--- config.mk ---
export PLATFORM = sky130hd
export DESIGN_NAME = pfd_regs
export DESIGN_NICKNAME = d
export VERILOG_FILES = /design/src/design/pfd_pkg.sv /design/src/design/pfd_regs.sv
export SDC_FILE = /design/constraint.sdc
export NUM_CORES = 1
export LEC_CHECK = 0
export BUFFER_PORTS_ARGS = -buffer_cell sky130_fd_sc_hd__buf_2
export CAP_MARGIN = 20
export CORE_AREA = 3 3 162 164
export CTS_CLUSTER_DIAMETER = 80
export DETAILED_ROUTE_END_ITERATION = 6
export DIE_AREA = 0 0 165 167
export GPL_ROUTABILITY_DRIVEN = 1
export PLACE_DENSITY = 0.68
export SYNTH_ARGS = -nofsm -noshare
export SYNTH_HDL_FRONTEND = slang
export SYNTH_SLANG_ARGS = --single-unit
export TNS_END_PERCENT = 100
--- constraint.sdc ---
create_clock -name clk -period 2.9 [get_ports clk]
set_clock_uncertainty 0.2 [all_clocks]
set_input_delay 0.87 -clock clk [delete_from_list [all_inputs] [get_ports clk]]
set_output_delay 0.87 -clock clk [all_outputs]
set_load 0.02 [all_outputs]
--- src/design/pfd_pkg.sv ---
// Shared types, register map and microcode for the filtered-derivative PID block.
`default_nettype none
package pfd_pkg;

  // Register map (word index = paddr[4:2])
  localparam int PADDR_W = 5;
  localparam int REG_IDX_W = 3;
  localparam logic [REG_IDX_W-1:0] REG_GAIN_P         = 3'd0;
  localparam logic [REG_IDX_W-1:0] REG_GAIN_I         = 3'd1;
  localparam logic [REG_IDX_W-1:0] REG_GAIN_D         = 3'd2;
  localparam logic [REG_IDX_W-1:0] REG_STEP_TIME      = 3'd3;
  localparam logic [REG_IDX_W-1:0] REG_STEP_RATE      = 3'd4;
  localparam logic [REG_IDX_W-1:0] REG_FILTER_ALPHA   = 3'd5;
  localparam logic [REG_IDX_W-1:0] REG_INTEGRAL_LIMIT = 3'd6;
  localparam logic [REG_IDX_W-1:0] REG_OUT_CLAMP      = 3'd7;

  localparam int COEF_W  = 31;
  localparam int ALPHA_W = 25;
  localparam int GAIN_FRAC = 24;
  localparam logic [ALPHA_W-1:0] ALPHA_ONE = 25'h100_0000;

  localparam logic [COEF_W-1:0]  RST_GAIN      = 31'd0;
  localparam logic [COEF_W-1:0]  RST_STEP_TIME = 31'd16777;
  localparam logic [COEF_W-1:0]  RST_STEP_RATE = 31'd65536000;
  localparam logic [ALPHA_W-1:0] RST_ALPHA     = 25'd0;
  localparam logic [COEF_W-1:0]  RST_LIMIT     = 31'h7FFF_FFFF;

  typedef struct packed {
    logic [COEF_W-1:0]  gain_p;
    logic [COEF_W-1:0]  gain_i;
    logic [COEF_W-1:0]  gain_d;
    logic [COEF_W-1:0]  step_time;
    logic [COEF_W-1:0]  step_rate;
    logic [ALPHA_W-1:0] filter_alpha;
    logic [COEF_W-1:0]  integral_limit;
    logic [COEF_W-1:0]  out_clamp;
  } cfg_t;

  // Multiplier operand pairs
  typedef enum logic [2:0] {
    MUL_NONE,
    MUL_E_DT,
    MUL_DIFF_RINV,
    MUL_E_KP,
    MUL_DRATE_ALPHA,
    MUL_INT_KI,
    MUL_FILT_KD
  } mul_sel_t;

  // Datapath operations
  typedef enum logic [3:0] {
    OP_NOP,
    OP_LOAD,
    OP_INT,
    OP_RATE,
    OP_ACC_LOAD,
    OP_FILT,
    OP_ACC_ADD,
    OP_ACC_SUB,
    OP_OUT
  } alu_op_t;

  // Hold conditions: step repeats (jump to itself) while the condition is true
  typedef enum logic [1:0] {
    C_NONE,
    C_WAIT_IN,
    C_WAIT_OUT
  } cond_t;

  typedef struct packed {
    mul_sel_t mul_sel;
    alu_op_t  alu_op;
    cond_t    cond;
    logic     wrap;      // last step: next pc is 0
  } ctl_word_t;

  typedef struct packed {
    mul_sel_t mul_sel;
    alu_op_t  alu_op;
    logic     go;        // step executes this cycle
  } ctl_t;

  localparam int PC_W = 4;

  // Microcode program, one PID step
  function automatic ctl_word_t rom_word(input logic [PC_W-1:0] pc);
    ctl_word_t w;
    w = '{mul_sel: MUL_NONE, alu_op: OP_NOP, cond: C_NONE, wrap: 1'b1};
    unique case (pc)
      4'd0: w = '{mul_sel: MUL_NONE,        alu_op: OP_LOAD,     cond: C_WAIT_IN,  wrap: 1'b0};
      4'd1: w = '{mul_sel: MUL_E_DT,        alu_op: OP_NOP,      cond: C_NONE,     wrap: 1'b0};
      4'd2: w = '{mul_sel: MUL_DIFF_RINV,   alu_op: OP_INT,      cond: C_NONE,     wrap: 1'b0};
      4'd3: w = '{mul_sel: MUL_E_KP,        alu_op: OP_RATE,     cond: C_NONE,     wrap: 1'b0};
      4'd4: w = '{mul_sel: MUL_DRATE_ALPHA, alu_op: OP_ACC_LOAD, cond: C_NONE,     wrap: 1'b0};
      4'd5: w = '{mul_sel: MUL_INT_KI,      alu_op: OP_FILT,     cond: C_NONE,     wrap: 1'b0};
      4'd6: w = '{mul_sel: MUL_FILT_KD,     alu_op: OP_ACC_ADD,  cond: C_NONE,     wrap: 1'b0};
      4'd7: w = '{mul_sel: MUL_NONE,        alu_op: OP_ACC_SUB,  cond: C_NONE,     wrap: 1'b0};
      4'd8: w = '{mul_sel: MUL_NONE,        alu_op: OP_OUT,      cond: C_WAIT_OUT, wrap: 1'b1};
      default: w = '{mul_sel: MUL_NONE, alu_op: OP_NOP, cond: C_NONE, wrap: 1'b1};
    endcase
    return w;
  endfunction

endpackage
`default_nettype wire

--- src/design/pfd_regs.sv ---
// APB configuration register file.
`default_nettype none
module pfd_regs (
  input  logic                        clk,
  input  logic                        rst,
  input  logic                        psel,
  input  logic                        penable,
  input  logic                        pwrite,
  input  logic [pfd_pkg::PADDR_W-1:0] paddr,
  input  logic [31:0]                 pwdata,
  output logic [31:0]                 prdata,
  output pfd_pkg::cfg_t               cfg
);
  import pfd_pkg::*;

  logic                 wr_en;
  logic [REG_IDX_W-1:0] idx;

  assign wr_en = psel && penable && pwrite;
  assign idx   = paddr[PADDR_W-1:2];

  always_ff @(posedge clk) begin
    if (rst) begin
      cfg.gain_p         <= RST_GAIN;
      cfg.gain_i         <= RST_GAIN;
      cfg.gain_d         <= RST_GAIN;
      cfg.step_time      <= RST_STEP_TIME;
      cfg.step_rate      <= RST_STEP_RATE;
      cfg.filter_alpha   <= RST_ALPHA;
      cfg.integral_limit <= RST_LIMIT;
      cfg.out_clamp      <= RST_LIMIT;
    end else if (wr_en) begin
      unique case (idx)
        REG_GAIN_P:         cfg.gain_p         <= pwdata[COEF_W-1:0];
        REG_GAIN_I:         cfg.gain_i         <= pwdata[COEF_W-1:0];
        REG_GAIN_D:         cfg.gain_d         <= pwdata[COEF_W-1:0];
        REG_STEP_TIME:      cfg.step_time      <= pwdata[COEF_W-1:0];
        REG_STEP_RATE:      cfg.step_rate      <= pwdata[COEF_W-1:0];
        REG_FILTER_ALPHA:   cfg.filter_alpha   <= pwdata[ALPHA_W-1:0];
        REG_INTEGRAL_LIMIT: cfg.integral_limit <= pwdata[COEF_W-1:0];
        REG_OUT_CLAMP:      cfg.out_clamp      <= pwdata[COEF_W-1:0];
        default: ;
      endcase
    end
  end

  always_comb begin
    unique case (idx)
      REG_GAIN_P:         prdata = 32'(cfg.gain_p);
      REG_GAIN_I:         prdata = 32'(cfg.gain_i);
      REG_GAIN_D:         prdata = 32'(cfg.gain_d);
      REG_STEP_TIME:      prdata = 32'(cfg.step_time);
      REG_STEP_RATE:      prdata = 32'(cfg.step_rate);
      REG_FILTER_ALPHA:   prdata = 32'(cfg.filter_alpha);
      REG_INTEGRAL_LIMIT: prdata = 32'(cfg.integral_limit);
      REG_OUT_CLAMP:      prdata = 32'(cfg.out_clamp);
      default:            prdata = '0;
    endcase
  end

endmodule
`default_nettype wire

==> results.yml <==
sta:
  maxSlewViolCount: 0
  hold_slack_ns: 0.2701
  tns_ns: -7.092
  fin_crit_sh_pct: 110.1
  max_freq_mhz: 313.3
  max_slew_margin_pct: 55.19
  setup_violations: 31
  fin_crit_ns: 3.192
  grt_setup_unrepaired: "true"
  hold_violations: 0
  setup_slack_ns: -0.2919
  tightestPinTransition_ns: 0.6721
power_and_ir_drop:
  p_comb_share_pct: 12.6
  p_per_area_nw_per_um2: 515.8
  seqPwrFrac_pct: 43.1
  switching_share_pct: 25.81
  leakage_nw: 6.434
  power.internal_mw: 5.824
  vdd_ir_drop_max_uv: 410.2
  switchingPower_mw: 2.026
  clkPwrFrac_pct: 44.3
final_layout:
  drive_gt1_share_pct: 34.49
  fin_area_um2: 15220
  regMostFlops: "cfg"
  mostFrequentLayoutCells: "nand2_1 (487), buf_2 (287), dfxtp_1 (242), a21oi_1 (170), nand3b_1 (73)"
  reg.largest.list: "cfg (242)"
  largest_reg_flops: 242
  areaGrowthSynthToFinish_pct: 42.95
  stdcell_count: 2025
  finalNetCount: 1714
  final_common_cell: "nand2_1"
detailed_routing:
  post-route-drc-count: 0
  wire_per_inst_um: 20.65
  wirelength_um: 41820
  drtIter0Drc: 929
  vias_per_cell: 5.516
  drt-pass1-iter-count: 5
  final_antenna_net_count: 0
  via_count: 11170
clocking:
  postCtsHoldBufs: 0
  cts_tree: "built"
  root_buffer: "clkbuf_16"
  clockBufferDepth: 3
  cts.sinks: 242
  path_clk_slew_ns: 0.06
  cts_buffers: 27
  cts-htree-levels: 1
  clock_latency_ns: 0.52
global_routing:
  antenna_found_initial: 2
  grt.overflow.total: 0
  grt_max_degree: 64
  track_usage_pct: 28.43
  grt_pass1_wl_um: 61800
  grt_pass1_vias: 10610
place:
  place_congestion: 0.8822
  dp_hpwl_um: 27170
  place_ws_ns: -0.4145
  port_buffers: 311
  dp_cells: 1955
  placed_area_um2: 13260
yosys:
  async_reset_ff_share_pct: 0
  synthFlopType: "dfxtp_1"
  ys_warn_count: 0
  syn_avg_cell_area_um2: 7.710
  ys_types: 35
  ys_ff_latch: 242
  syn_nets: 1423
  synth_cells: 1381
  synth_edf_count: 0
  yosysSeqAreaShare_pct: 45.50
  synth_area_um2: 10650
floorplan:
  die_w_um: 165
  coreArea_um2: 25040
  ios: 316
  start_util_pct: 42.53
  fp.dieArea_um2: 27560
  die-height_um: 167
  rows: 58
critical_path:
  cp_data_arrival_time_ns: 2.12
  critPathKind: "input port to output port"
  worst_setup_path_end_kind: "output port"
  crit_fanout: 6
  worst_setup_path_start_kind: "input port"
  worstPathRequired_ns: 1.83
hold_path:
  hp-class: "flip-flop to flip-flop"
status:
  status: "finished with violations"
  violations: "negative setup slack"
job:
  maxCapViolCount: 0
## synthesized netlist by cell type (all sizes together) (6+ instances only)
cell type / count / area, um2
nand2: 489 / 1836
clkbuf: 59 / 222.7
inv: 27 / 101.3
mux2i: 60 / 600.6
o2bb2ai: 25 / 219.0
a221oi: 48 / 420.4
nand3b: 73 / 548.0
nor2: 60 / 227.7
buf: 82 / 416.7
or2: 6 / 37.54
a21oi: 170 / 850.8
dfxtp: 242 / 4845
## metrics by stage
stage          total power, mW  utilization (%)
3_3_place_gp             4.238            52.98
6_report                 7.850            60.79
4_1_cts                  7.787            59.29
3_5_place_dp             4.243            52.98
5_1_grt                  8.078            60.78
2_1_floorplan            3.963                -
## repair_timing
action,CTS,global route
pin swaps,29,17
resized for setup,93,49
endpoints found under the setup margin,31,31
setup buffers,8,1
cloned,6,5
## worst max-delay path, stage by stage
cell and delay, ns:
buf_12 0.10, buf_4 0.19, clkbuf_16 0.20, mux2i_2 0.24
a2bb2oi_2 0.10, o221a_2 0.26, buf_2 0.16
## final timing paths
check / depth (start not counted) / endpoint / start / slack (ns)
worst max register to register: 2 / cfg[85] / cfg[85] / 1.95
worst max-delay path: 7 / prdata[28] / paddr[3] / -0.29
worst min-delay path: 2 / cfg[65] / cfg[65] / 0.27
worst min register to register: 2 / cfg[65] / cfg[65] / 0.27
## cell families (layout without fill, tap and decap cells)
group,count (synthesis),after routing,synth area share [%]
compound gates,265,265,15.75
mux,60,60,5.640
flops,242,242,45.50
other cells,1,3,0.03522
simple gates,645,645,26.12
buf+inv,168,480,6.956
## power by group through the flow
stage	Clock (mW)	Combinational [mW]	Sequential (mW)
final	3.47	0.992	3.38
after global routing	3.65	1.04	3.38
after CTS	3.49	0.915	3.38
after detailed placement	0	0.790	3.45
after global placement	0	0.785	3.45
after floorplan	0	0.477	3.49
## per-layer routing
| layer | vias up | wire, um | GRT usage, % |
|---|---|---|---|
| li1 | 5199 | - | - |
| met1 | 5320 | 17480 | 38.30 |
| met2 | 543 | 19150 | 45.50 |
| met3 | 107 | 3619 | 5.348 |
| met4 | 0 | 1571 | 9.920 |
| met5 | - | 0 | 0 |
## final cells by class
type / instances / area [um2]
antenna: 2 / 5.005
clock buffer: 39 / 780.7
clock inverter: 11 / 118.9
fill: 2161 / 9816
inverter: 27 / 103.9
multi-input combinational: 971 / 5968
sequential: 242 / 4845
tap: 330 / 412.9
timing repair buffer: 403 / 2987
Note: power is estimated with default switching activity, not from simulation.
