<file path="config.mk">
export PLATFORM = sky130hd
export DESIGN_NAME = pfd_seq
export DESIGN_NICKNAME = d
export VERILOG_FILES = /design/src/design/pfd_pkg.sv /design/src/design/pfd_seq.sv
export SDC_FILE = /design/constraint.sdc
export NUM_CORES = 1
export LEC_CHECK = 0
export BUFFER_PORTS_ARGS = -buffer_cell sky130_fd_sc_hd__buf_2
export CAP_MARGIN = 40
export CORE_MARGIN = 1.5
export CORE_UTILIZATION = 50
export DETAILED_ROUTE_END_ITERATION = 16
export GPL_ROUTABILITY_DRIVEN = 0
export HOLD_SLACK_MARGIN = 0.02
export PLACE_DENSITY_LB_ADDON = 0.3
export SLEW_MARGIN = 20
export SYNTH_ARGS = -nofsm -noshare
export SYNTH_HDL_FRONTEND = slang
export SYNTH_SLANG_ARGS = --single-unit
</file>
<file path="constraint.sdc">
create_clock -name clk -period 4.8 [get_ports clk]
set_input_delay 0.96 -clock clk [delete_from_list [all_inputs] [get_ports clk]]
set_output_delay 0.96 -clock clk [all_outputs]
set_load 0.005 [all_outputs]
</file>
<file path="src/design/pfd_pkg.sv">
// Shared types, register map and microcode for the filtered-derivative PID block.
`default_nettype none
package pfd_pkg;

  // Register map (word index = paddr[4:2])
  localparam int PADDR_W = 5;
  localparam int REG_IDX_W = 3;
  localparam logic [REG_IDX_W-1:0] REG_GAIN_P         = 3'd0;
  localparam logic [REG_IDX_W-1:0] REG_GAIN_I         = 3'd1;
  localparam logic [REG_IDX_W-1:0] REG_GAIN_D         = 3'd2;
  localparam logic [REG_IDX_W-1:0] REG_STEP_TIME      = 3'd3;
  localparam logic [REG_IDX_W-1:0] REG_STEP_RATE      = 3'd4;
  localparam logic [REG_IDX_W-1:0] REG_FILTER_ALPHA   = 3'd5;
  localparam logic [REG_IDX_W-1:0] REG_INTEGRAL_LIMIT = 3'd6;
  localparam logic [REG_IDX_W-1:0] REG_OUT_CLAMP      = 3'd7;

  localparam int COEF_W  = 31;
  localparam int ALPHA_W = 25;
  localparam int GAIN_FRAC = 24;
  localparam logic [ALPHA_W-1:0] ALPHA_ONE = 25'h100_0000;

  localparam logic [COEF_W-1:0]  RST_GAIN      = 31'd0;
  localparam logic [COEF_W-1:0]  RST_STEP_TIME = 31'd16777;
  localparam logic [COEF_W-1:0]  RST_STEP_RATE = 31'd65536000;
  localparam logic [ALPHA_W-1:0] RST_ALPHA     = 25'd0;
  localparam logic [COEF_W-1:0]  RST_LIMIT     = 31'h7FFF_FFFF;

  typedef struct packed {
    logic [COEF_W-1:0]  gain_p;
    logic [COEF_W-1:0]  gain_i;
    logic [COEF_W-1:0]  gain_d;
    logic [COEF_W-1:0]  step_time;
    logic [COEF_W-1:0]  step_rate;
    logic [ALPHA_W-1:0] filter_alpha;
    logic [COEF_W-1:0]  integral_limit;
    logic [COEF_W-1:0]  out_clamp;
  } cfg_t;

  // Multiplier operand pairs
  typedef enum logic [2:0] {
    MUL_NONE,
    MUL_E_DT,
    MUL_DIFF_RINV,
    MUL_E_KP,
    MUL_DRATE_ALPHA,
    MUL_INT_KI,
    MUL_FILT_KD
  } mul_sel_t;

  // Datapath operations
  typedef enum logic [3:0] {
    OP_NOP,
    OP_LOAD,
    OP_INT,
    OP_RATE,
    OP_ACC_LOAD,
    OP_FILT,
    OP_ACC_ADD,
    OP_ACC_SUB,
    OP_OUT
  } alu_op_t;

  // Hold conditions: step repeats (jump to itself) while the condition is true
  typedef enum logic [1:0] {
    C_NONE,
    C_WAIT_IN,
    C_WAIT_OUT
  } cond_t;

  typedef struct packed {
    mul_sel_t mul_sel;
    alu_op_t  alu_op;
    cond_t    cond;
    logic     wrap;      // last step: next pc is 0
  } ctl_word_t;

  typedef struct packed {
    mul_sel_t mul_sel;
    alu_op_t  alu_op;
    logic     go;        // step executes this cycle
  } ctl_t;

  localparam int PC_W = 4;

  // Microcode program, one PID step
  function automatic ctl_word_t rom_word(input logic [PC_W-1:0] pc);
    ctl_word_t w;
    w = '{mul_sel: MUL_NONE, alu_op: OP_NOP, cond: C_NONE, wrap: 1'b1};
    unique case (pc)
      4'd0: w = '{mul_sel: MUL_NONE,        alu_op: OP_LOAD,     cond: C_WAIT_IN,  wrap: 1'b0};
      4'd1: w = '{mul_sel: MUL_E_DT,        alu_op: OP_NOP,      cond: C_NONE,     wrap: 1'b0};
      4'd2: w = '{mul_sel: MUL_DIFF_RINV,   alu_op: OP_INT,      cond: C_NONE,     wrap: 1'b0};
      4'd3: w = '{mul_sel: MUL_E_KP,        alu_op: OP_RATE,     cond: C_NONE,     wrap: 1'b0};
      4'd4: w = '{mul_sel: MUL_DRATE_ALPHA, alu_op: OP_ACC_LOAD, cond: C_NONE,     wrap: 1'b0};
      4'd5: w = '{mul_sel: MUL_INT_KI,      alu_op: OP_FILT,     cond: C_NONE,     wrap: 1'b0};
      4'd6: w = '{mul_sel: MUL_FILT_KD,     alu_op: OP_ACC_ADD,  cond: C_NONE,     wrap: 1'b0};
      4'd7: w = '{mul_sel: MUL_NONE,        alu_op: OP_ACC_SUB,  cond: C_NONE,     wrap: 1'b0};
      4'd8: w = '{mul_sel: MUL_NONE,        alu_op: OP_OUT,      cond: C_WAIT_OUT, wrap: 1'b1};
      default: w = '{mul_sel: MUL_NONE, alu_op: OP_NOP, cond: C_NONE, wrap: 1'b1};
    endcase
    return w;
  endfunction

endpackage
`default_nettype wire

</file>
<file path="src/design/pfd_seq.sv">
// Microcode sequencer: step counter, control ROM, hold conditions.
`default_nettype none
module pfd_seq (
  input  logic          clk,
  input  logic          rst,
  input  logic          in_valid,
  output logic          in_ready,
  input  logic          out_busy,
  output pfd_pkg::ctl_t ctl
);
  import pfd_pkg::*;

  logic [PC_W-1:0] pc;
  logic [PC_W-1:0] pc_next;
  ctl_word_t       word;
  logic            hold;

  assign word = rom_word(pc);

  always_comb begin
    case (word.cond)
      C_WAIT_IN:  hold = !in_valid;
      C_WAIT_OUT: hold = out_busy;
      default:    hold = 1'b0;
    endcase
  end

  assign in_ready    = (word.cond == C_WAIT_IN);
  assign ctl.mul_sel = word.mul_sel;
  assign ctl.alu_op  = word.alu_op;
  assign ctl.go      = !hold;

  always_comb begin
    if (hold) begin
      pc_next = pc;
    end else if (word.wrap) begin
      pc_next = '0;
    end else begin
      pc_next = pc + PC_W'(1);
    end
  end

  always_ff @(posedge clk) begin
    if (rst) begin
      pc <= '0;
    end else begin
      pc <= pc_next;
    end
  end

  a_accept_starts: assert property (@(posedge clk) disable iff (rst)
    (in_valid && in_ready) |=> (pc == PC_W'(1)))
    else $error("accepted word did not start the program");

  a_busy_not_ready: assert property (@(posedge clk) disable iff (rst)
    (pc != '0) |-> !in_ready)
    else $error("ready raised while a word is in progress");

  a_out_hold: assert property (@(posedge clk) disable iff (rst)
    (word.alu_op == OP_OUT && out_busy) |=> (pc == $past(pc)))
    else $error("output step left while result slot busy");

endmodule
`default_nettype wire

</file>
==> impl_results.md, run 1 <==
* Synthesized-area fraction occupied by and/or/nand/nor cells at 0.201
* Endpoint of the lowest-slack register-to-register path: word[3]
* Part of the Yosys area used for sequential elements at 0.360
* Setup TNS at 0 ns
* Top post-synthesis cells by area: dfxtp_1 36%, ha_1 10%, buf_4 8.3%
* ANT cells at 0
* Area taken by flip-flops and latches at 260 um^2
* Most used flip-flop cell after synthesis: dfxtp_1
* Part of the cycle the worst path needs at 0.554
* Tightest Pin Transition at 0.405 ns
* Maximum vdd ir drop at between 0.2 and 0.25 mV
* Combined area of all synthesized cells at just over 700 um^2
* Worst setup skew after layout at 0.00395 ns
* Cell type contributing the most total cell area after synthesis: dfxtp_1
* Commonest cells in the synthesized netlist: 13 x dfxtp_1, 8 x buf_4, 8 x inv_1, 6 x ha_1, 6 x nor2_1
* Cell Area, Placed at ~740 um^2
* Area of the multi-input gates at 368 um^2
* Synth Area in Adders at 0.104
* WP data required at 3.84 ns
* Area share of the largest cell type after synthesis at 0.360
* Library cell with the highest instance count after synthesis: dfxtp_1
* Worst reg2reg path depth at 8
* Register bit total from synthesis at 13
* Number of setup violations in the final report at 0
* Share of cell area taken by muxes after synthesis at 0.0555
* Final Routed Wirelength at a little over 1000 um
* Worst slew slack as a fraction of its limit at 0.727
* IO Port Bufs at 12
* Pre-Repair DR Iteration Count at 2
* Category of the most critical setup path: in -> out
* RSZ-0062 raised after global routing: no
* Vias in the first global route at 410
* Fraction of registers with async set/reset at 0
* Vias after detailed routing at 476
* Source of the worst register-to-register timing path: word[2]
* Area of all placed cells without fillers at 767 um^2
* Endpoint arrival time on the critical path at between 1.5 and 2 ns
* Clock period minus final worst setup slack at about 2.7 ns
* Post-CTS clock slew at the launch and capture registers of the worst setup and hold paths at 0.07 ns
* Maximum clock frequency at 376 MHz
* Hold Vio Cnt, Final at 0
* Post-Place Worst Slack at 2.13 ns
* H-tree lvl count at 1
* Clk Latency, worst-skew pair at 0.27 ns
* Number of antenna violations at the first check in global routing at 0
* Number of slew-limit violations in the final report at 0
* Min Hold Slack at 0.531 ns
* Largest driver fanout on the critical path at 8
* Worst path setup slack after routing at 2.14 ns
* Combinational family with the most area after synthesis: simple AND/OR/NAND/NOR gates
* Number of hold buffers added after cts at 0
* Std cell rows at 13
* Type of element capturing the critical path: output port
* Number of nets with antenna violations after routing at 0
* Iteration-0 DRC count of the detailed router at 4
* Resized cells post-CTS at 0
* Cell chosen for the clock root: clkbuf_4
* Net Count, Synth at 83
* Number of ports placed on the die boundary at 13
* Synth Area in XOR/XNOR at 0.0243
* TritonCTS clock tree: built
* Via density per instance at 4.96
* Fraction of layout cells with a size suffix above 1 at 0.284
* Hold Path Stages at 2
* Post-CTS setup-driven buffer insertion count at 0
* Gate Count Post-Synth at 73
* Largest net degree at the start of global routing at 9
* Initial core utilization at 0.548
* Total grt overflow at 0
* First-pass GRT wire length at between 1500 and 2000 um
* Height of the die at 41 um
* Area growth from synthesis to final layout at 6.24%
* HPWL Detailed at roughly 800 um
* Post-route DRC violation count at 0
* Worst Hold Class: reg -> reg
* Die Area at 0.00168 mm^2
* Static leakage power at 0.358 nW
* Total power draw at 0.391 mW
* Nets at 92
* Register-to-register setup slack at approximately 2.7 ns
* Post-synthesis area per instance at 9.89 um^2
* Unique masters post-synth at 29
* Buffers from clock root to sink, at most at 2
* Worst Hold Launch: pc[3]
* Clock sink total at 13
* Die X-Extent at 41 um
* Cell Pwr Density at 510 mW/mm^2
* Clock buffer count from CTS at 3
* Outcome: finished, final reports clean
* Max cap viols at 0
* CORE AREA at ~0.0013 mm^2
* Total routing resource utilization after global routing at 0.162
* End point of the worst hold path: word[4]
* Yosys warnings at 0
* Worst setup path startpoint: in_valid
* Critical path launch point type: primary input
* Fillers at 125
* Count of flip-flops with a built-in enable after synthesis at 0
* Post-synthesis compound-gate area fraction at 0.125
* Avg WL per Cell at 10.8 um
-- cells in the final DEF, fill, tap and decap left out, types with 2 or more instances in the layout --
cell / Yosys / routed
dfxtp_1: 13 / 13
buf_2: 0 / 12
mux2i_1: 4 / 4
nand3_1: 2 / 2
a21oi_4: 2 / 2
nor2_1: 6 / 6
inv_1: 8 / 8
nor3_1: 2 / 2
ha_1: 6 / 6
clkbuf_4: 0 / 3
nor2b_1: 3 / 3
-- cell type report --
| type | count | area share |
|---|---|---|
| multi-input cells | 43 | 0.480 |
| repair buffers | 12 | 0.0783 |
| inverters | 9 | 0.0440 |
| flip-flops and latches | 13 | 0.339 |
| clock buffers | 4 | 0.0343 |
| well taps | 15 | 0.0245 |
-- flip-flops by register name (all words and copies together), names as in the netlist --
register and flops:
pc 4, word 9
-- worst max-delay path, cell delays in order --
cell and delay (ns):
buf_2 0.09, nand2b_4 0.15, a21oi_4 0.29, inv_1 0.07, buf_2 0.13
-- cells by family (layout without fill, tap and decap cells) --
| logic type | after synthesis | after routing |
|---|---|---|
| buffers and inverters | 17 | 25 |
| DFF | 13 | 13 |
| xor gates and xnor gates | 2 | 2 |
| muxes | 4 | 4 |
| AOI/OAI and AO/OA | 8 | 8 |
| adders and majority gates | 6 | 6 |
| and+or+nand+nor | 23 | 23 |
-- per-stage QoR --
stage                     std cells  utilization
after detailed placement         92        0.562
after CTS                        96        0.582
after global placement           92        0.562
after floorplan                  73            -
after global routing             96        0.582
final                            96        0.582
-- metal layers --
layer / global-route usage / up-vias / share of wire / routed length [um]
li1: - / 256 / - / -
met1: 0.188 / 207 / 0.45 / 467
met2: 0.270 / 11 / 0.48 / 495
met3: 0.0652 / 2 / 0.063 / 65
met4: 0.0500 / 0 / 0.0058 / 6
met5: 0 / - / 0 / 0
-- worst max-delay path by stage --
stage / endpoint / slack, ns / cells past startpoint
after floorplan: ctl[0] / 2.39 / 3
after global routing: ctl[0] / 2.09 / 5
after CTS: ctl[0] / 2.14 / 5
after global placement: ctl[0] / 2.16 / 5
after detailed placement: ctl[0] / 2.13 / 5
final: ctl[0] / 2.14 / 5
-- power breakdown --
group          switching (mW)  total, mW  internal, mW  leakage (nW)
clock                  0.0322     0.0643        0.0322        0.0150
combinational          0.0880      0.163        0.0749         0.236
sequential             0.0202      0.164         0.144         0.107
Note: power is estimated with default switching activity, not from simulation.
==> run 2: changes to the inputs <==
--- a/config.mk
+++ b/config.mk
@@ -8,7 +8,7 @@
 export BUFFER_PORTS_ARGS = -buffer_cell sky130_fd_sc_hd__buf_2
 export CAP_MARGIN = 40
 export CORE_MARGIN = 1.5
-export CORE_UTILIZATION = 50
+export CORE_UTILIZATION = 47
 export DETAILED_ROUTE_END_ITERATION = 16
 export GPL_ROUTABILITY_DRIVEN = 0
 export HOLD_SLACK_MARGIN = 0.02
==> constraint.sdc (replaced) <==
create_clock -name clk -period 2.26 [get_ports clk]
set_input_delay 0.452 -clock clk [delete_from_list [all_inputs] [get_ports clk]]
set_output_delay 0.452 -clock clk [all_outputs]
set_load 0.005 [all_outputs]
==> run 2 against run 1 <==
  * Final area is the same
  * Die area grew 5.9%
  * Sequential power grew 110%
  * Clock power grew 110%
  * Routed wire length shrank 1.3%
  * Count of clock-buffer cells in the layout is the same
  * Total power grew 110%
  * Setup slack lost 2.0 ns
  * Largest cell class unchanged
  * Largest power group is now combinational logic
==> impl_results.md, run 2 (synthesis gave the netlist of run 1 again) <==
* Pre-Repair DR Iteration Count at 2 (unchanged)
* Clock period minus final worst setup slack at 2.10 ns
* Buffers from clock root to sink, at most at 2 (unchanged)
* Iteration-0 DRC count of the detailed router at 5 (was 4)
* Area of the multi-input gates at 368 um^2 (unchanged)
* Proportion of power drawn by flip-flops and latches at 0.418 (was 0.420)
* Nets at 92 (unchanged)
* Number of ports placed on the die boundary at 13 (unchanged)
* HPWL Detailed at 815 um (was 799 um)
* Number of setup violations in the final report at 0 (unchanged)
* RSZ-0062 raised after global routing: no (unchanged)
* Register-to-register setup slack at 0.16 ns (was 2.67 ns)
* Number of slew-limit violations in the final report at 0 (unchanged)
* CORE AREA at 0.00137 mm^2 (was 0.00132 mm^2)
* Most common cell after layout, fill and taps aside: dfxtp_1 (unchanged)
* Cell chosen for the clock root: clkbuf_4 (unchanged)
* Vias after detailed routing at 469 (was 476)
* Part of the cycle the worst path needs at 0.931
* Worst slew slack as a fraction of its limit at 0.708 (was 0.727)
* Hold Vio Cnt, Final at 0 (unchanged)
* Flip-flop count of the largest register after layout at 9 (unchanged)
* Cell Pwr Density at 1080 mW/mm^2 (was 510 mW/mm^2)
* Clk Latency, worst-skew pair at 0.27 ns (about the same)
* Type of element capturing the critical path: flip-flop (was output port)
* Setup TNS at 0 ns (unchanged)
* Area taken by flip-flops and latches at 260 um^2 (unchanged)
* Final Routed Wirelength at 1020 um (was 1030 um)
* Clock sink total at 13 (unchanged)
* Source of the worst register-to-register timing path: word[2] (unchanged)
* Area growth from synthesis to final layout at 6.24% (unchanged)
* Internal power at 0.534 mW (was 0.251 mW)
* Leading cell types in the layout, fill and taps excluded: 13 x dfxtp_1, 12 x buf_2, 8 x inv_1 (unchanged)
* Fillers at 132 (was 125)
* Outcome: finished, final reports clean (unchanged)
* Number of nets with antenna violations after routing at 0 (unchanged)
* Largest net degree at the start of global routing at 9 (unchanged)
* Fraction of layout cells with a size suffix above 1 at 0.284 (unchanged)
* Die Area at 0.00178 mm^2 (was 0.00168 mm^2)
* Max cap viols at 0 (unchanged)
* Critical path capture point: word[3] (was ctl[0])
* Vias in the first global route at 421 (was 410)
* Number of hold buffers added after cts at 0 (unchanged)
* Post-CTS clock slew at the launch and capture registers of the worst setup and hold paths at 0.07 ns (about the same)
* Endpoint arrival time on the critical path at 2.26 ns (was 1.70 ns)
* Std cell rows at 13 (unchanged)
* Post-CTS setup-driven buffer insertion count at 0 (unchanged)
* Initial core utilization at 0.528 (was 0.548)
* TritonCTS clock tree: built (unchanged)
* Total power draw at 0.831 mW (was 0.391 mW)
* Endpoint of the lowest-slack register-to-register path: word[3] (unchanged)
* Category of the most critical setup path: reg -> reg (was in -> out)
* ANT cells at 0 (unchanged)
* Via density per instance at 4.89 (was 4.96)
* Worst reg2reg path depth at 8 (unchanged)
* Number of antenna violations at the first check in global routing at 0 (unchanged)
* Avg WL per Cell at 10.6 um (was 10.8 um)
* Comb power frac at 0.421 (was 0.416)
* IO Port Bufs at 12 (unchanged)
* Worst Hold Class: in -> reg (was reg -> reg)
* First-pass GRT wire length at 1840 um (was 1750 um)
* Post-route DRC violation count at 0 (unchanged)
* Die X-Extent at 42.2 um (was 41 um)
* Height of the die at 42.2 um (was 41 um)
* Clock network fraction of total power at 0.161 (was 0.164)
* Clock buffer count from CTS at 3 (unchanged)
* Total routing resource utilization after global routing at 0.133 (was 0.162)
* Total grt overflow at 0 (unchanged)
* Largest driver fanout on the critical path at 8 (unchanged)
* Tightest Pin Transition at 0.433 ns (was 0.405 ns)
* H-tree lvl count at 1 (unchanged)
* Worst setup skew after layout at 0.00544 ns (was 0.00395 ns)
* WP data required at 2.42 ns (was 3.84 ns)
* Share of total power consumed by net switching at 0.358 (was 0.359)
* Net switching component of the power at 0.297 mW (was 0.140 mW)
* Worst setup path startpoint: word[2] (was in_valid)
* Resized cells post-CTS at 0 (unchanged)
* Maximum vdd ir drop at 0.549 mV (was 0.244 mV)
* Critical path launch point type: flip-flop (was primary input)
* Static leakage power at 0.358 nW (unchanged)
* Maximum clock frequency at 475 MHz
[run 2: cell counts in the layout (fill, tap and decap cells not counted)]
No cell type changed its count.
[run 2: stage by stage]
stage,setup slack (ns),utilization,instances,hold slack (ns),area (um^2)
floorplan,0.348,-,73,0.495,722
global placement,0.250,0.542,92,0.552,741
detailed placement,0.151,0.542,92,0.536,741
CTS,0.135,0.561,96,0.469,767
global route,0.0243,0.561,96,0.470,767
finish,0.157,0.561,96,0.484,767
[run 2: how the worst min path moves through the flow]
stage	depth (start not counted)	start	slack (ns)	end
2_1_floorplan	2	pc[3]	0.50	word[4]
3_3_place_gp	2	pc[3]	0.55	word[4]
3_5_place_dp	2	pc[3]	0.54	word[4]
4_1_cts	2	rst	0.47	pc[3]
5_1_grt	2	rst	0.47	pc[3]
6_report	2	rst	0.48	pc[3]
[run 2: power by group through the flow]
stage                     sequential, mW  combinational [mW]  clock, mW
after floorplan                    0.347               0.316          0
after global placement             0.353               0.348          0
after detailed placement           0.353               0.354          0
after CTS                          0.347               0.355      0.140
after global routing               0.359               0.389      0.163
final                              0.347               0.350      0.134
[run 2: final cells by class]
class / count / share of cell area
multi-input combinational: 43 / 0.480
clock buffer: 4 / 0.0343
inverter: 9 / 0.0440
sequential: 13 / 0.339
timing repair buffer: 12 / 0.0783
tap: 15 / 0.0245
[run 2: worst max-delay path, stage by stage, from the launching register on]
cell and delay, ns:
dfxtp_1 0.35, inv_1 0.05, ha_1 0.35, a21oi_4 0.28
mux2i_1 0.34, inv_1 0.16, ha_1 0.29, mux2i_1 0.12
nor2_1 0.05
[run 2: metal layers]
layer | global-route usage | vias to the layer above | wire, um
li1 | - | 252 | -
met1 | 0.176 | 207 | 513
met2 | 0.197 | 10 | 443
met3 | 0.0690 | 0 | 65
met4 | 0.0188 | 0 | 0
met5 | 0 | - | 0
==> run 3: changes to the inputs <==
--- a/config.mk
+++ b/config.mk
@@ -12,7 +12,8 @@
 export DETAILED_ROUTE_END_ITERATION = 16
 export GPL_ROUTABILITY_DRIVEN = 0
 export HOLD_SLACK_MARGIN = 0.02
-export PLACE_DENSITY_LB_ADDON = 0.3
+export PLACE_DENSITY = 0.72
+export SKIP_LAST_GASP = 1
 export SLEW_MARGIN = 20
 export SYNTH_ARGS = -nofsm -noshare
 export SYNTH_HDL_FRONTEND = slang
==> run 3 against run 2 <==
  * Critical path depth unchanged
  * Global-route usage up 0.62 points
  * Critical endpoint unchanged
  * Largest power group unchanged
  * Die area is the same
  * Final area increased by 0.98%
  * Hold slack worse by 0.017 ns
  * Critical path type unchanged
  * Setup slack improved by 0.13 ns
  * Core utilization up 0.55 points
==> impl_results.md, run 3 (synthesis gave the netlist of run 1 again) <==
* Die X-Extent at 42.2 um (unchanged)
* Clock period minus final worst setup slack at 1.98 ns (was 2.10 ns)
* Max cap viols at 0 (unchanged)
* HPWL Detailed at 784 um (was 815 um)
* Number of ports placed on the die boundary at 13 (unchanged)
* Total routing resource utilization after global routing at 0.139 (was 0.133)
* Iteration-0 DRC count of the detailed router at 7 (was 5)
* Initial core utilization at 0.528 (unchanged)
* Buffers from clock root to sink, at most at 2 (unchanged)
* Total power draw at 0.836 mW (was 0.831 mW)
* H-tree lvl count at 1 (unchanged)
* Worst setup skew after layout at 0.000850 ns (was 0.00544 ns)
* Number of cells in the design after placement at 93 (was 92)
* Post-Place Worst Slack at 0.297 ns (was 0.151 ns)
* Area growth from synthesis to final layout at 7.28% (was 6.24%)
* Post-CTS setup-driven buffer insertion count at 0 (unchanged)
* Clock sink total at 13 (unchanged)
* Fraction of layout cells with a size suffix above 1 at 0.293 (was 0.284)
* Number of hold buffers added after cts at 0 (unchanged)
* Final Routed Wirelength at 999 um (was 1020 um)
* Post-route DRC violation count at 0 (unchanged)
* Part of the cycle the worst path needs at 0.874 (was 0.931)
* Maximum clock frequency at 506 MHz (was 475 MHz)
* Via density per instance at 4.89 (about the same)
* Min Hold Slack at 0.468 ns (was 0.484 ns)
* Vias in the first global route at 432 (was 421)
* Cell with the biggest individual delay on the critical path: dfxtp_1 (unchanged)
* Std cell rows at 13 (unchanged)
* RSZ-0062 raised after global routing: no (unchanged)
* Pre-Repair DR Iteration Count at 4 (was 2)
* Worst path setup slack after routing at 0.285 ns (was 0.157 ns)
* Die Area at 0.00178 mm^2 (unchanged)
* Critical path cell sequence: inv_1 -> ha_1 -> a21oi_4 -> mux2i_1 -> inv_1 -> ha_1 -> mux2i_1 -> nor2_1 (unchanged)
* Clock buffer count from CTS at 3 (unchanged)
* Clk Latency, worst-skew pair at 0.27 ns (about the same)
* Post-CTS clock slew at the launch and capture registers of the worst setup and hold paths at 0.07 ns (about the same)
* Largest net degree at the start of global routing at 9 (unchanged)
* Buffers & Inverters on Critical Path at 2 (unchanged)
* Area of all placed cells without fillers at 774 um^2 (was 767 um^2)
* Worst slew slack as a fraction of its limit at 0.726 (was 0.708)
* Height of the die at 42.2 um (unchanged)
* Maximum vdd ir drop at 0.480 mV (was 0.549 mV)
* ANT cells at 0 (unchanged)
* Tightest Pin Transition at 0.406 ns (was 0.433 ns)
* Delay of the slowest critical-path stage at 0.35 ns (about the same)
* Number of antenna violations at the first check in global routing at 0 (unchanged)
* Cell Pwr Density at 1080 mW/mm^2 (about the same)
* IO Port Bufs at 12 (unchanged)
* TritonCTS clock tree: built (unchanged)
* CORE AREA at 0.00137 mm^2 (unchanged)
* Hold Vio Cnt, Final at 0 (unchanged)
* Fillers at 124 (was 132)
* Type of element capturing the critical path: flip-flop (unchanged)
* Setup TNS at 0 ns (unchanged)
* Cell Area, Placed at 748 um^2 (was 741 um^2)
* Endpoint arrival time on the critical path at 2.14 ns (was 2.26 ns)
* Critical path launch point type: flip-flop (unchanged)
* Number of setup violations in the final report at 0 (unchanged)
* Category of the most critical setup path: reg -> reg (unchanged)
* First-pass GRT wire length at 1870 um (was 1840 um)
* Outcome: finished, final reports clean (unchanged)
* Non-filler cells in the finished layout at 97 (was 96)
* Nets at 93 (was 92)
* Flip-flop count of the largest register after layout at 9 (unchanged)
* Number of slew-limit violations in the final report at 0 (unchanged)
* Worst Hold Class: in -> reg (unchanged)
* Largest driver fanout on the critical path at 8 (unchanged)
* Total grt overflow at 0 (unchanged)
* Leading cell types in the layout, fill and taps excluded: 13 x dfxtp_1, 12 x buf_2, 8 x inv_1 (unchanged)
* Core occupancy in the finished layout at 0.567 (was 0.561)
* Avg WL per Cell at 10.3 um (was 10.6 um)
* Dominant delay contributor by cell family on the critical path: adder cells (unchanged)
* Number of nets with antenna violations after routing at 0 (unchanged)
* Resized cells post-CTS at 0 (unchanged)
* Vias after detailed routing at 474 (was 469)
* Most common cell after layout, fill and taps aside: dfxtp_1 (unchanged)
* Cell chosen for the clock root: clkbuf_4 (unchanged)
* WP data required at 2.42 ns (about the same)
* Static leakage power at 0.362 nW (was 0.358 nW)
run 3: cell count changes in the layout (fill, tap and decap cells not counted):
cell / previous run / this run
buf_4: 0 / 1
run 3: power by group:
group          switching (mW)  total, mW  internal [mW]
registers              0.0438      0.350          0.306
clock network          0.0673      0.136         0.0684
logic                   0.186      0.351          0.165
run 3: layout make-up:
class                   instances  area, um^2  area share
repair buffers                 13        67.6      0.0872
inverters                       9        33.8      0.0436
flip-flops and latches         13         260       0.336
well taps                      15        18.8      0.0242
clock buffers                   4        26.3      0.0339
multi-input cells              43         368       0.475
run 3: metal layers:
metal  GRT usage  part of all wire  up-vias
li1            -                 -      258
met1       0.184              0.50      204
met2       0.194              0.43       10
met3      0.0776             0.065        2
met4      0.0375            0.0070        0
met5           0                 0        -
run 3: worst paths after layout:
path | startpoint | to | slack (ns) | depth (start not counted)
hold reg to reg | pc[3] | word[4] | 0.56 | 2
setup reg to reg | word[2] | word[3] | 0.28 | 8
setup / recovery | word[2] | word[3] | 0.28 | 8
hold / removal | rst | pc[3] | 0.47 | 2
